$ cat config.mk
export PLATFORM = sky130hd
export DESIGN_NAME = straight_alpha_pixel_blend
export DESIGN_NICKNAME = d
export VERILOG_FILES = /design/src/rtl/sapb_pkg.sv /design/src/rtl/sapb_cfg_regs.sv /design/src/rtl/sapb_weight.sv /design/src/rtl/sapb_div_step.sv /design/src/rtl/straight_alpha_pixel_blend.sv
export SDC_FILE = /design/constraint.sdc
export NUM_CORES = 2
export LEC_CHECK = 0
export ABC_AREA = 1
export BUFFER_PORTS_ARGS = -buffer_cell sky130_fd_sc_hd__buf_2
export CORE_MARGIN = 2
export CORE_UTILIZATION = 55
export DETAILED_ROUTE_END_ITERATION = 8
export PLACE_DENSITY = 0.72
export SETUP_SLACK_MARGIN = 0.15
export SLEW_MARGIN = 20
export SYNTH_ARGS = -nofsm -noshare
export SYNTH_HDL_FRONTEND = slang
export SYNTH_SLANG_ARGS = --single-unit
$ cat constraint.sdc
create_clock -name i_clk -period 80.8 [get_ports i_clk]
set_input_delay 8.08 -clock i_clk [delete_from_list [all_inputs] [get_ports i_clk]]
set_output_delay 8.08 -clock i_clk [all_outputs]
set_load 0.05 [all_outputs]
$ cat src/rtl/sapb_pkg.sv
`timescale 1ns / 1ps

package sapb_pkg;

    // Channel full scale
    localparam logic [7:0] CHAN_MAX = 8'd255;

    // x / 255 == (x * 32897) >> 23 for every x below 2^16
    localparam logic [15:0] DIV255_MUL   = 16'd32897;
    localparam int          DIV255_SHIFT = 23;

    localparam int OFFSET_W = 24;
    localparam int PIXEL_W  = 32;
    localparam int NUM_CHAN = 3;
    localparam int QUO_W    = 8;

    // Configuration register indexes
    typedef enum logic [1:0] {
        CFG_CANVAS_WIDTH  = 2'd0,
        CFG_CANVAS_HEIGHT = 2'd1,
        CFG_ROW_STRIDE    = 2'd2,
        CFG_KEEPS_ALPHA   = 2'd3
    } t_cfg_idx;

    // Word moving through the divider stages; channel 2 red, 1 green, 0 blue
    typedef struct packed {
        logic                            hit;
        logic [OFFSET_W-1:0]             offset;
        logic [7:0]                      alpha;
        logic [7:0]                      total;
        logic [NUM_CHAN-1:0][7:0]        part;
        logic [NUM_CHAN-1:0][7:0]        low;
        logic [NUM_CHAN-1:0][QUO_W-1:0]  quo;
    } t_div_word;

endpackage

$ cat src/rtl/sapb_cfg_regs.sv
`timescale 1ns / 1ps

module sapb_cfg_regs #(
    parameter int COORD_BITS = 13
) (
    input  logic                  i_clk,
    input  logic                  i_rst_n,
    input  logic                  i_cfg_we,
    input  logic [1:0]            i_cfg_idx,
    input  logic [COORD_BITS-1:0] i_cfg_data,
    output logic [COORD_BITS-1:0] o_canvas_width,
    output logic [COORD_BITS-1:0] o_canvas_height,
    output logic [COORD_BITS-1:0] o_row_stride,
    output logic                  o_canvas_keeps_alpha
);

    logic [COORD_BITS-1:0] r_width;
    logic [COORD_BITS-1:0] r_height;
    logic [COORD_BITS-1:0] r_stride;
    logic                  r_keeps;

    // Register file, one write per cycle
    always_ff @(posedge i_clk) begin
        if (!i_rst_n) begin
            r_width  <= '0;
            r_height <= '0;
            r_stride <= '0;
            r_keeps  <= 1'b0;
        end else if (i_cfg_we) begin
            unique case (sapb_pkg::t_cfg_idx'(i_cfg_idx))
                sapb_pkg::CFG_CANVAS_WIDTH:  r_width  <= i_cfg_data;
                sapb_pkg::CFG_CANVAS_HEIGHT: r_height <= i_cfg_data;
                sapb_pkg::CFG_ROW_STRIDE:    r_stride <= i_cfg_data;
                sapb_pkg::CFG_KEEPS_ALPHA:   r_keeps  <= i_cfg_data[0];
                default: ;
            endcase
        end
    end

    assign o_canvas_width       = r_width;
    assign o_canvas_height      = r_height;
    assign o_row_stride         = r_stride;
    assign o_canvas_keeps_alpha = r_keeps;

endmodule

$ cat src/rtl/sapb_weight.sv
`timescale 1ns / 1ps

// Three stages: bounds check and products, background weight and offset,
// channel numerators and divider setup.
module sapb_weight #(
    parameter int COORD_BITS = 13
) (
    input  logic                  i_clk,
    input  logic                  i_rst_n,
    input  logic                  i_en,
    input  logic                  i_valid,
    input  logic [15:0]           i_pos_x,
    input  logic [15:0]           i_pos_y,
    input  logic [23:0]           i_fore_colour,
    input  logic [7:0]            i_coverage,
    input  logic [31:0]           i_under_pixel,
    input  logic [COORD_BITS-1:0] i_canvas_width,
    input  logic [COORD_BITS-1:0] i_canvas_height,
    input  logic [COORD_BITS-1:0] i_row_stride,
    input  logic                  i_canvas_keeps_alpha,
    output logic                  o_valid,
    output sapb_pkg::t_div_word   o_word
);

    localparam int PROD_W = 2 * COORD_BITS;

    // ---------------- stage 1 ----------------
    logic                  r1_vld;
    logic                  r1_hit;
    logic [15:0]           r1_bw;
    logic [PROD_W-1:0]     r1_off;
    logic [COORD_BITS-1:0] r1_x;
    logic [23:0]           r1_fore;
    logic [7:0]            r1_cov;
    logic [31:0]           r1_under;

    logic                  n_hit;
    logic [15:0]           n_bw;
    logic [PROD_W-1:0]     n_off;

    // Hit: sign bit clear, below the canvas size, and a nonzero foreground alpha
    always_comb begin
        n_hit = !i_pos_x[15] && !i_pos_y[15]
             && (i_pos_x < 16'(i_canvas_width))
             && (i_pos_y < 16'(i_canvas_height))
             && (i_coverage != 8'd0);
        n_bw  = 16'(i_under_pixel[31:24]) * 16'(sapb_pkg::CHAN_MAX - i_coverage);
        n_off = PROD_W'(i_pos_y[COORD_BITS-1:0]) * PROD_W'(i_row_stride);
    end

    always_ff @(posedge i_clk) begin
        if (!i_rst_n) begin
            r1_vld <= 1'b0;
        end else if (i_en) begin
            r1_vld <= i_valid;
        end
    end

    always_ff @(posedge i_clk) begin
        if (i_en) begin
            r1_hit   <= n_hit;
            r1_bw    <= n_bw;
            r1_off   <= n_off;
            r1_x     <= i_pos_x[COORD_BITS-1:0];
            r1_fore  <= i_fore_colour;
            r1_cov   <= i_coverage;
            r1_under <= i_under_pixel;
        end
    end

    // ---------------- stage 2 ----------------
    logic                            r2_vld;
    logic                            r2_hit;
    logic [7:0]                      r2_back;
    logic [sapb_pkg::OFFSET_W-1:0]   r2_off;
    logic [23:0]                     r2_fore;
    logic [7:0]                      r2_cov;
    logic [23:0]                     r2_under;

    logic [31:0]                     n_scaled;
    logic [7:0]                      n_back;
    logic [sapb_pkg::OFFSET_W-1:0]   n_off2;

    // Background weight: A*(255-a)/255 via reciprocal, or 255-a when opaque
    always_comb begin
        n_scaled = 32'(r1_bw) * 32'(sapb_pkg::DIV255_MUL);
        n_back   = i_canvas_keeps_alpha ?
                   n_scaled[sapb_pkg::DIV255_SHIFT +: 8] :
                   (sapb_pkg::CHAN_MAX - r1_cov);
        n_off2   = sapb_pkg::OFFSET_W'(r1_off) + sapb_pkg::OFFSET_W'(r1_x);
    end

    always_ff @(posedge i_clk) begin
        if (!i_rst_n) begin
            r2_vld <= 1'b0;
        end else if (i_en) begin
            r2_vld <= r1_vld;
        end
    end

    always_ff @(posedge i_clk) begin
        if (i_en) begin
            r2_hit   <= r1_hit;
            r2_back  <= n_back;
            r2_off   <= n_off2;
            r2_fore  <= r1_fore;
            r2_cov   <= r1_cov;
            r2_under <= r1_under[23:0];
        end
    end

    // ---------------- stage 3 ----------------
    logic                 r3_vld;
    sapb_pkg::t_div_word  r3_word;
    sapb_pkg::t_div_word  n_word;
    logic [7:0]           n_total;
    logic [15:0]          n_num;

    // Total weight and per-channel numerators; numerator high byte seeds
    // the partial remainder (always below total since quotient fits 8 bits)
    always_comb begin
        n_total = r2_cov + r2_back;
        n_word  = '0;
        n_word.hit    = r2_hit;
        n_word.offset = r2_hit ? r2_off : '0;
        n_word.alpha  = i_canvas_keeps_alpha ? n_total : sapb_pkg::CHAN_MAX;
        n_word.total  = n_total;
        n_num         = '0;
        for (int c = 0; c < sapb_pkg::NUM_CHAN; c++) begin
            n_num = 16'(16'(r2_fore[8*c +: 8]) * 16'(r2_cov))
                  + 16'(16'(r2_under[8*c +: 8]) * 16'(r2_back));
            n_word.part[c] = n_num[15:8];
            n_word.low[c]  = n_num[7:0];
        end
    end

    always_ff @(posedge i_clk) begin
        if (!i_rst_n) begin
            r3_vld <= 1'b0;
        end else if (i_en) begin
            r3_vld <= r2_vld;
        end
    end

    always_ff @(posedge i_clk) begin
        if (i_en) begin
            r3_word <= n_word;
        end
    end

    assign o_valid = r3_vld;
    assign o_word  = r3_word;

endmodule

$ cat src/rtl/sapb_div_step.sv
`timescale 1ns / 1ps

// One restoring-division step for all channels: shift in the next numerator
// bit, subtract the total weight if it fits, shift in one quotient bit.
module sapb_div_step (
    input  logic                i_clk,
    input  logic                i_rst_n,
    input  logic                i_en,
    input  logic                i_valid,
    input  sapb_pkg::t_div_word i_word,
    output logic                o_valid,
    output sapb_pkg::t_div_word o_word
);

    logic                r_vld;
    sapb_pkg::t_div_word r_word;
    sapb_pkg::t_div_word n_word;
    logic [8:0]          n_trial;
    logic                n_ge;

    always_comb begin
        n_word  = i_word;
        n_trial = '0;
        n_ge    = 1'b0;
        for (int c = 0; c < sapb_pkg::NUM_CHAN; c++) begin
            n_trial = {i_word.part[c], i_word.low[c][7]};
            n_ge    = (n_trial >= {1'b0, i_word.total});
            n_word.part[c] = n_ge ? 8'(n_trial - {1'b0, i_word.total}) : n_trial[7:0];
            n_word.low[c]  = {i_word.low[c][6:0], 1'b0};
            n_word.quo[c]  = {i_word.quo[c][sapb_pkg::QUO_W-2:0], n_ge};
        end
    end

    always_ff @(posedge i_clk) begin
        if (!i_rst_n) begin
            r_vld <= 1'b0;
        end else if (i_en) begin
            r_vld <= i_valid;
        end
    end

    always_ff @(posedge i_clk) begin
        if (i_en) begin
            r_word <= n_word;
        end
    end

    assign o_valid = r_vld;
    assign o_word  = r_word;

endmodule

$ cat src/rtl/straight_alpha_pixel_blend.sv
`timescale 1ns / 1ps

// Straight-alpha blend of one foreground pixel over an ARGB8888 canvas pixel.
// Input channel: i_valid / o_stall with position, colour, coverage and the
// current canvas pixel. Output channel: o_valid / i_stall with write flag,
// element offset and new pixel. A word is taken on a clock edge where valid
// is high and stall is low. Canvas size, row stride and the alpha mode are
// written on the config port (i_cfg_we, i_cfg_idx, i_cfg_data); the user
// must write them only while idle, which the block does not enforce. Three
// setup stages (bounds and products, background weight, numerators) feed
// eight restoring-divider stages, one quotient bit each. All stages move
// together, one word per cycle; with a result waiting on a stalled receiver
// they hold, o_stall rises in the same cycle, nothing is dropped or repeated.
// Reset (synchronous, active low) clears the config registers to zero and
// empties the pipeline; payload registers are not reset.
// Off-canvas positions or zero coverage return the write flag clear with
// zero offset and pixel.
module straight_alpha_pixel_blend #(
    parameter int COORD_BITS = 13
) (
    input  logic                  i_clk,
    input  logic                  i_rst_n,
    // config port
    input  logic                  i_cfg_we,
    input  logic [1:0]            i_cfg_idx,
    input  logic [COORD_BITS-1:0] i_cfg_data,
    // input channel
    input  logic                  i_valid,
    output logic                  o_stall,
    input  logic [15:0]           i_pos_x,
    input  logic [15:0]           i_pos_y,
    input  logic [23:0]           i_fore_colour,
    input  logic [7:0]            i_coverage,
    input  logic [31:0]           i_under_pixel,
    // output channel
    output logic                  o_valid,
    input  logic                  i_stall,
    output logic                  o_write_pixel,
    output logic [23:0]           o_pixel_offset,
    output logic [31:0]           o_blended_pixel
);

    localparam int DIV_STAGES = sapb_pkg::QUO_W;

    logic [COORD_BITS-1:0] w_width;
    logic [COORD_BITS-1:0] w_height;
    logic [COORD_BITS-1:0] w_stride;
    logic                  w_keeps;
    logic                  w_en;

    logic                                  w_vld  [DIV_STAGES+1];
    sapb_pkg::t_div_word                   w_word [DIV_STAGES+1];
    sapb_pkg::t_div_word                   w_last;

    // Whole pipeline advances unless a finished word is held by the receiver
    assign w_en    = !(w_vld[DIV_STAGES] && i_stall);
    assign o_stall = !w_en;

    sapb_cfg_regs #(
        .COORD_BITS (COORD_BITS)
    ) u_cfg (
        .i_clk                (i_clk),
        .i_rst_n              (i_rst_n),
        .i_cfg_we             (i_cfg_we),
        .i_cfg_idx            (i_cfg_idx),
        .i_cfg_data           (i_cfg_data),
        .o_canvas_width       (w_width),
        .o_canvas_height      (w_height),
        .o_row_stride         (w_stride),
        .o_canvas_keeps_alpha (w_keeps)
    );

    sapb_weight #(
        .COORD_BITS (COORD_BITS)
    ) u_weight (
        .i_clk                (i_clk),
        .i_rst_n              (i_rst_n),
        .i_en                 (w_en),
        .i_valid              (i_valid),
        .i_pos_x              (i_pos_x),
        .i_pos_y              (i_pos_y),
        .i_fore_colour        (i_fore_colour),
        .i_coverage           (i_coverage),
        .i_under_pixel        (i_under_pixel),
        .i_canvas_width       (w_width),
        .i_canvas_height      (w_height),
        .i_row_stride         (w_stride),
        .i_canvas_keeps_alpha (w_keeps),
        .o_valid              (w_vld[0]),
        .o_word               (w_word[0])
    );

    // Divider chain, most significant quotient bit first
    for (genvar s = 0; s < DIV_STAGES; s++) begin : g_div
        sapb_div_step u_step (
            .i_clk   (i_clk),
            .i_rst_n (i_rst_n),
            .i_en    (w_en),
            .i_valid (w_vld[s]),
            .i_word  (w_word[s]),
            .o_valid (w_vld[s+1]),
            .o_word  (w_word[s+1])
        );
    end

    // Result word; misses read as zero
    assign w_last          = w_word[DIV_STAGES];
    assign o_valid         = w_vld[DIV_STAGES];
    assign o_write_pixel   = w_last.hit;
    assign o_pixel_offset  = w_last.offset;
    assign o_blended_pixel = w_last.hit ?
                             {w_last.alpha, w_last.quo[2], w_last.quo[1], w_last.quo[0]} :
                             '0;

endmodule
Yosys cells after proc, flatten, opt, wreduce, memory -nomap -nowiden
Cells that the tools add are included.
Storage, ports and cells
  bits in registers: 1019
  input bits: 116
  logic and storage cells: 237
Cells by class
  add/sub/neg operators: 28
  multiply operators: 9
  $lt $le $gt $ge: 26
  equal/unequal tests: 3
  multiplexer cells: 23
  reduce and logical (&&, ||, !) cells: 13
Operators with widths (count)
  $ge 9x8->1: 24
  $mux 8: 22
  $sub 8x8->8: 21
  $mul 8x8->16: 6
  $add 16x16->16: 3
  $lt 16x13->1: 2
  $mux 32: 1
  $mul 16x16->31 const B: 1
  $add 24x13->24: 1
  $mul 13x13->24: 1
  $mul 8x16->16: 1
  $sub 8x8->9 const A: 1
  $add 8x8->8: 1
  $reduce_and 2->1: 4
  $reduce_bool 8->1: 1
  $sub 8x8->8 const A: 1
  $logic_and 1x1->1: 5
  $eq 2x2->1 const B: 2
  $eq 2x1->1 const B: 1
  $logic_not 1->1: 2
  $logic_not 2->1: 1

Logic depth before layout (Yosys ltp)
  depth after elaboration: 5
  depth in mapped cells: 25
  gate-level depth less buffers: 23

Modules after synthesis
A second synthesis with hierarchy kept.
Unflattened totals
  cell total of the unflattened synthesis: 7589
  area total of the unflattened synthesis: 76153.0 um^2
By module, submodules not included
  sapb_div_step (g_div[0].u_step ...): instances 7, cells each 430, area each 5009.8 um^2, seq. area each 3323.2 um^2
  sapb_weight: instances 1, cells each 3817, area each 33963.8 um^2, seq. area each 8708.4 um^2
  sapb_div_step (g_div[7].u_step): instances 1, cells each 434, area each 5129.9 um^2, seq. area each 3323.2 um^2
  sapb_cfg_regs: instances 1, cells each 259, area each 1709.1 um^2, seq. area each 800.8 um^2
  straight_alpha_pixel_blend: instances 1, cells each 69, area each 281.5 um^2, seq. area each 0.0 um^2

Worst setup path before layout
Ideal clock, no wire load.
  path type: input to register
  start point: in i_stall
  end point: reg g_div[0].u_step.r_word, in the netlist g_div[0].u_step.o_word[0] (enable)
  setup time: 1.709 ns
  arrival time: 34.333 ns
  data required time: 79.091 ns
  path slack: 44.758 ns
  stages on the path: 2
  cell sequence: nand2_1 -> clkbuf_1
On the way
  longest elaborated chain between the ends: 1
Ends and longest elaborated chain
  start: declaration: line straight_alpha_pixel_blend.sv:37  | input logic i_stall,
  $logic_and 1x1->1: line straight_alpha_pixel_blend.sv:56  | assign w_en = !(w_vld[DIV_STAGES] && i_stall);
  end signal: assignment: line sapb_div_step.sv:44  | r_word <= n_word;
  end: declaration: line sapb_div_step.sv:16  | sapb_pkg::t_div_word r_word;
No other way between the ends.
A chain may end at the register's enable or synchronous reset.

Worst setup path in the final report
  start point: in i_stall
  end point: out o_stall
On the way
  longest elaborated chain between the ends: 1
Ends and longest elaborated chain
  $logic_and 1x1->1: line straight_alpha_pixel_blend.sv:56
  end: declaration: line straight_alpha_pixel_blend.sv:29  | output logic o_stall,
No other way between the ends.

==> results.json <==
{
  "yosys_warnings": 0,
  "holdBufCountCts": 0,
  "crit_fanout": 56,
  "async_reset_ff_share_pct": 0,
  "grt_max_degree": 206,
  "finalSetupViolCount": 0,
  "antenna_found_initial": 1,
  "synth_common_cells": "inv_1 (1350), nand2_1 (1225), edfxtp_1 (968)",
  "instances_no_fill": 8027,
  "viasPerCell": 5.10,
  "synth_top_area_cell": "edfxtp_1",
  "r2r-end": "u_weight.o_word[55]$_DFFE_PN_",
  "drt_wl_total_um": 127000,
  "tns_ns": 0,
  "whs_endpoint": "g_div[1].u_step.o_word[90]$_DFFE_PN_",
  "hold_viol_final": 0,
  "yosysSeqAreaShare_pct": 45.8,
  "status": "finished, final reports clean",
  "cts-root-buf": "clkbuf_16",
  "tightest_slew_ns": 1.02,
  "worst_ep_arrival_time_ns": 9.35,
  "worstReg2RegStart": "u_weight.r2_cov[1]$_DFFE_PN_",
  "drt-wirelength-per-cell_um": 15.8,
  "period_needed_ns": 17.43,
  "synthFlopType": "edfxtp_1",
  "yosysMostFrequentCell": "inv_1",
  "htreeDepth": 3,
  "dp_hpwl_um": 95400,
  "worstSetupStartpointType": "primary input",
  "grt_pass1_wl_um": 209000,
  "grt_use_total_pct": 21.4,
  "die_y_um": 350,
  "crit_required_ns": 72.72,
  "synth_top_area_share_pct": 44.2,
  "syn-num-nets": 7440,
  "hp-class": "register to register",
  "fillers": 9575,
  "cts_tree": "yes",
  "grt_overflow": 0,
  "clock_path_buffers": 3,
  "post-cts-setup-buffers": 0,
  "whs_path_depth": 0,
  "multi_input_area_mm2": 0.0297,
  "fmax_ghz": 0.0574,
  "powerDensity_mw_per_mm2": 41.9,
  "leakage_nw": 35.8,
  "slew_violations": 0,
  "synthToLayoutAreaGrowth_pct": 8.52,
  "cp-end-kind": "output pin",
  "critPathKind": "primary input to output pin",
  "reg2reg_slack_ns": 75.06,
  "core_mm2": 0.118,
  "start_util_pct": 55.6,
  "regArea_mm2": 0.0301,
  "ir_worst_vdd_v": 0.0000465,
  "rows": 126,
  "ys_types": 52,
  "drive_gt1_share_pct": 7.27,
  "io_pins": 175,
  "finalWeightedCongestion": 0.901,
  "syn_inst": 6270,
  "hp-start": "g_div[0].u_step.o_word[90]$_DFFE_PN_",
  "synth_edf_count": 968,
  "period_share_pct": 21.6,
  "ant_nets": 0,
  "grt_pass1_vias": 41345,
  "finalNetCount": 7576,
  "syn-cell-area_mm2": 0.0657,
  "drc": 0,
  "fin_worst_skew_ns": 0.0579,
  "cts_resized": 0,
  "dr_total_vias": 40932,
  "path_clk_slew_ns": 0.06,
  "cts.sinks": 1019,
  "netlist_top_cells_area": "edfxtp_1 (44%), fa_1 (14%), ha_1 (11%), inv_1 (7.7%), nand2_1 (7.0%)",
  "avgSynthCellArea_um2": 10.5,
  "die_area_mm2": 0.122,
  "numCtsBuffers": 103,
  "drt_iter0_drc": 2635,
  "ff2ff_path_depth": 19,
  "relSlewSlack_pct": 32.0,
  "dieWidth_um": 350,
  "clkLatencyLatePin_ns": 0.73,
  "place.port_buffers": 174,
  "maxCapViolCount": 0,
  "dp_cells": 7837,
  "firstDrtPassIters": 5,
  "rsz0062_at_grt": "false",
  "yosys_register_bits": 1019
}
worst max-delay path, stage by stage:
cell     delay (ns)
buf_2          0.11
nand2_4        0.48
inv_1          0.36
buf_2          0.31
routing by layer:
layer	track usage, %	routed length, µm	vias up
li1	-	-	20269
met1	28.2	54500	19432
met2	36.5	61600	1011
met3	3.28	6740	220
met4	6.93	3800	0
met5	0	0	-
flip-flops by register name, summed over array words and instances, names as in the netlist:
name and count:
u_cfg.o_canvas_height 13, u_weight.r1_hit 1, u_weight.r2_hit 1, u_weight.r1_vld 1, u_weight.r1_under 24, u_weight.r1_bw 16, u_weight.r2_off 24, u_weight.r1_cov 8
u_cfg.o_row_stride 13, u_weight.r1_fore 24, u_weight.o_valid 1, u_weight.r2_fore 24, u_cfg.o_canvas_keeps_alpha 1, g_div.u_step.o_valid 8, u_cfg.o_canvas_width 13, u_weight.r2_under 24
u_weight.r1_off 24, u_weight.r2_vld 1, u_weight.r2_cov 8, u_weight.r2_back 8, g_div.u_step.o_word 680, u_weight.o_word 89, u_weight.r1_x 13
stage by stage:
| stage | area [µm²] | util (%) | power, mW | worst slack (ns) | hold slack [ns] |
|---|---|---|---|---|---|
| after global placement | 67900 | 57.4 | 2.45 | 63.40 | 0.400 |
| after global routing | 71300 | 60.3 | 3.27 | 63.24 | 0.391 |
| final | 71300 | 60.3 | 2.99 | 63.37 | 0.387 |
| after CTS | 71300 | 60.3 | 2.99 | 63.34 | 0.385 |
| after detailed placement | 67900 | 57.4 | 2.50 | 63.35 | 0.405 |
| after floorplan | 65700 | - | 2.13 | 44.76 | 0.400 |
cells in the final DEF, fill, tap and decap left out, types with 51 or more instances in the layout:
cell type / instances
a21oi_1: 310
buf_2: 174
clkbuf_16: 103
dfxtp_1: 51
edfxtp_1: 968
fa_1: 467
ha_1: 587
inv_1: 1350
nand2_1: 1224
nand3_1: 159
nand4_1: 59
nor2_1: 313
o21ai_0: 117
xnor2_1: 99
xor2_1: 125
cells by family after synthesis:
kind of cell / synth area share (%)
compound gates: 4.83
xor+xnor: 2.98
fa+ha+maj: 25.4
buf+inv: 9.06
flops: 45.8
simple gates: 12.0
area by class of cell:
type	count	area share (%)
diodes	1	0.00351
clock buffers	122	3.71
clock inverters	67	1.08
inverters	1360	7.16
multi-input cells	3722	41.6
flip-flops and latches	1019	42.2
well taps	1536	2.69
repair buffers	200	1.55
how the worst max path moves through the flow:
stage / to / slack, ns / cells past startpoint / start
2_1_floorplan: g_div[0].u_step.o_word[0]$_DFFE_PN_ / 44.76 / 2 / i_stall
3_3_place_gp: o_stall / 63.40 / 4 / i_stall
3_5_place_dp: o_stall / 63.35 / 4 / i_stall
4_1_cts: o_stall / 63.34 / 4 / i_stall
5_1_grt: o_stall / 63.24 / 4 / i_stall
6_report: o_stall / 63.37 / 4 / i_stall
where the power goes:
part	total, mW	switching, mW	internal [mW]
clock	0.476	0.202	0.275
combinational	1.62	0.977	0.640
sequential	0.895	0.0768	0.819
total	2.99	1.26	1.73
(Power assumes the default switching activity.)
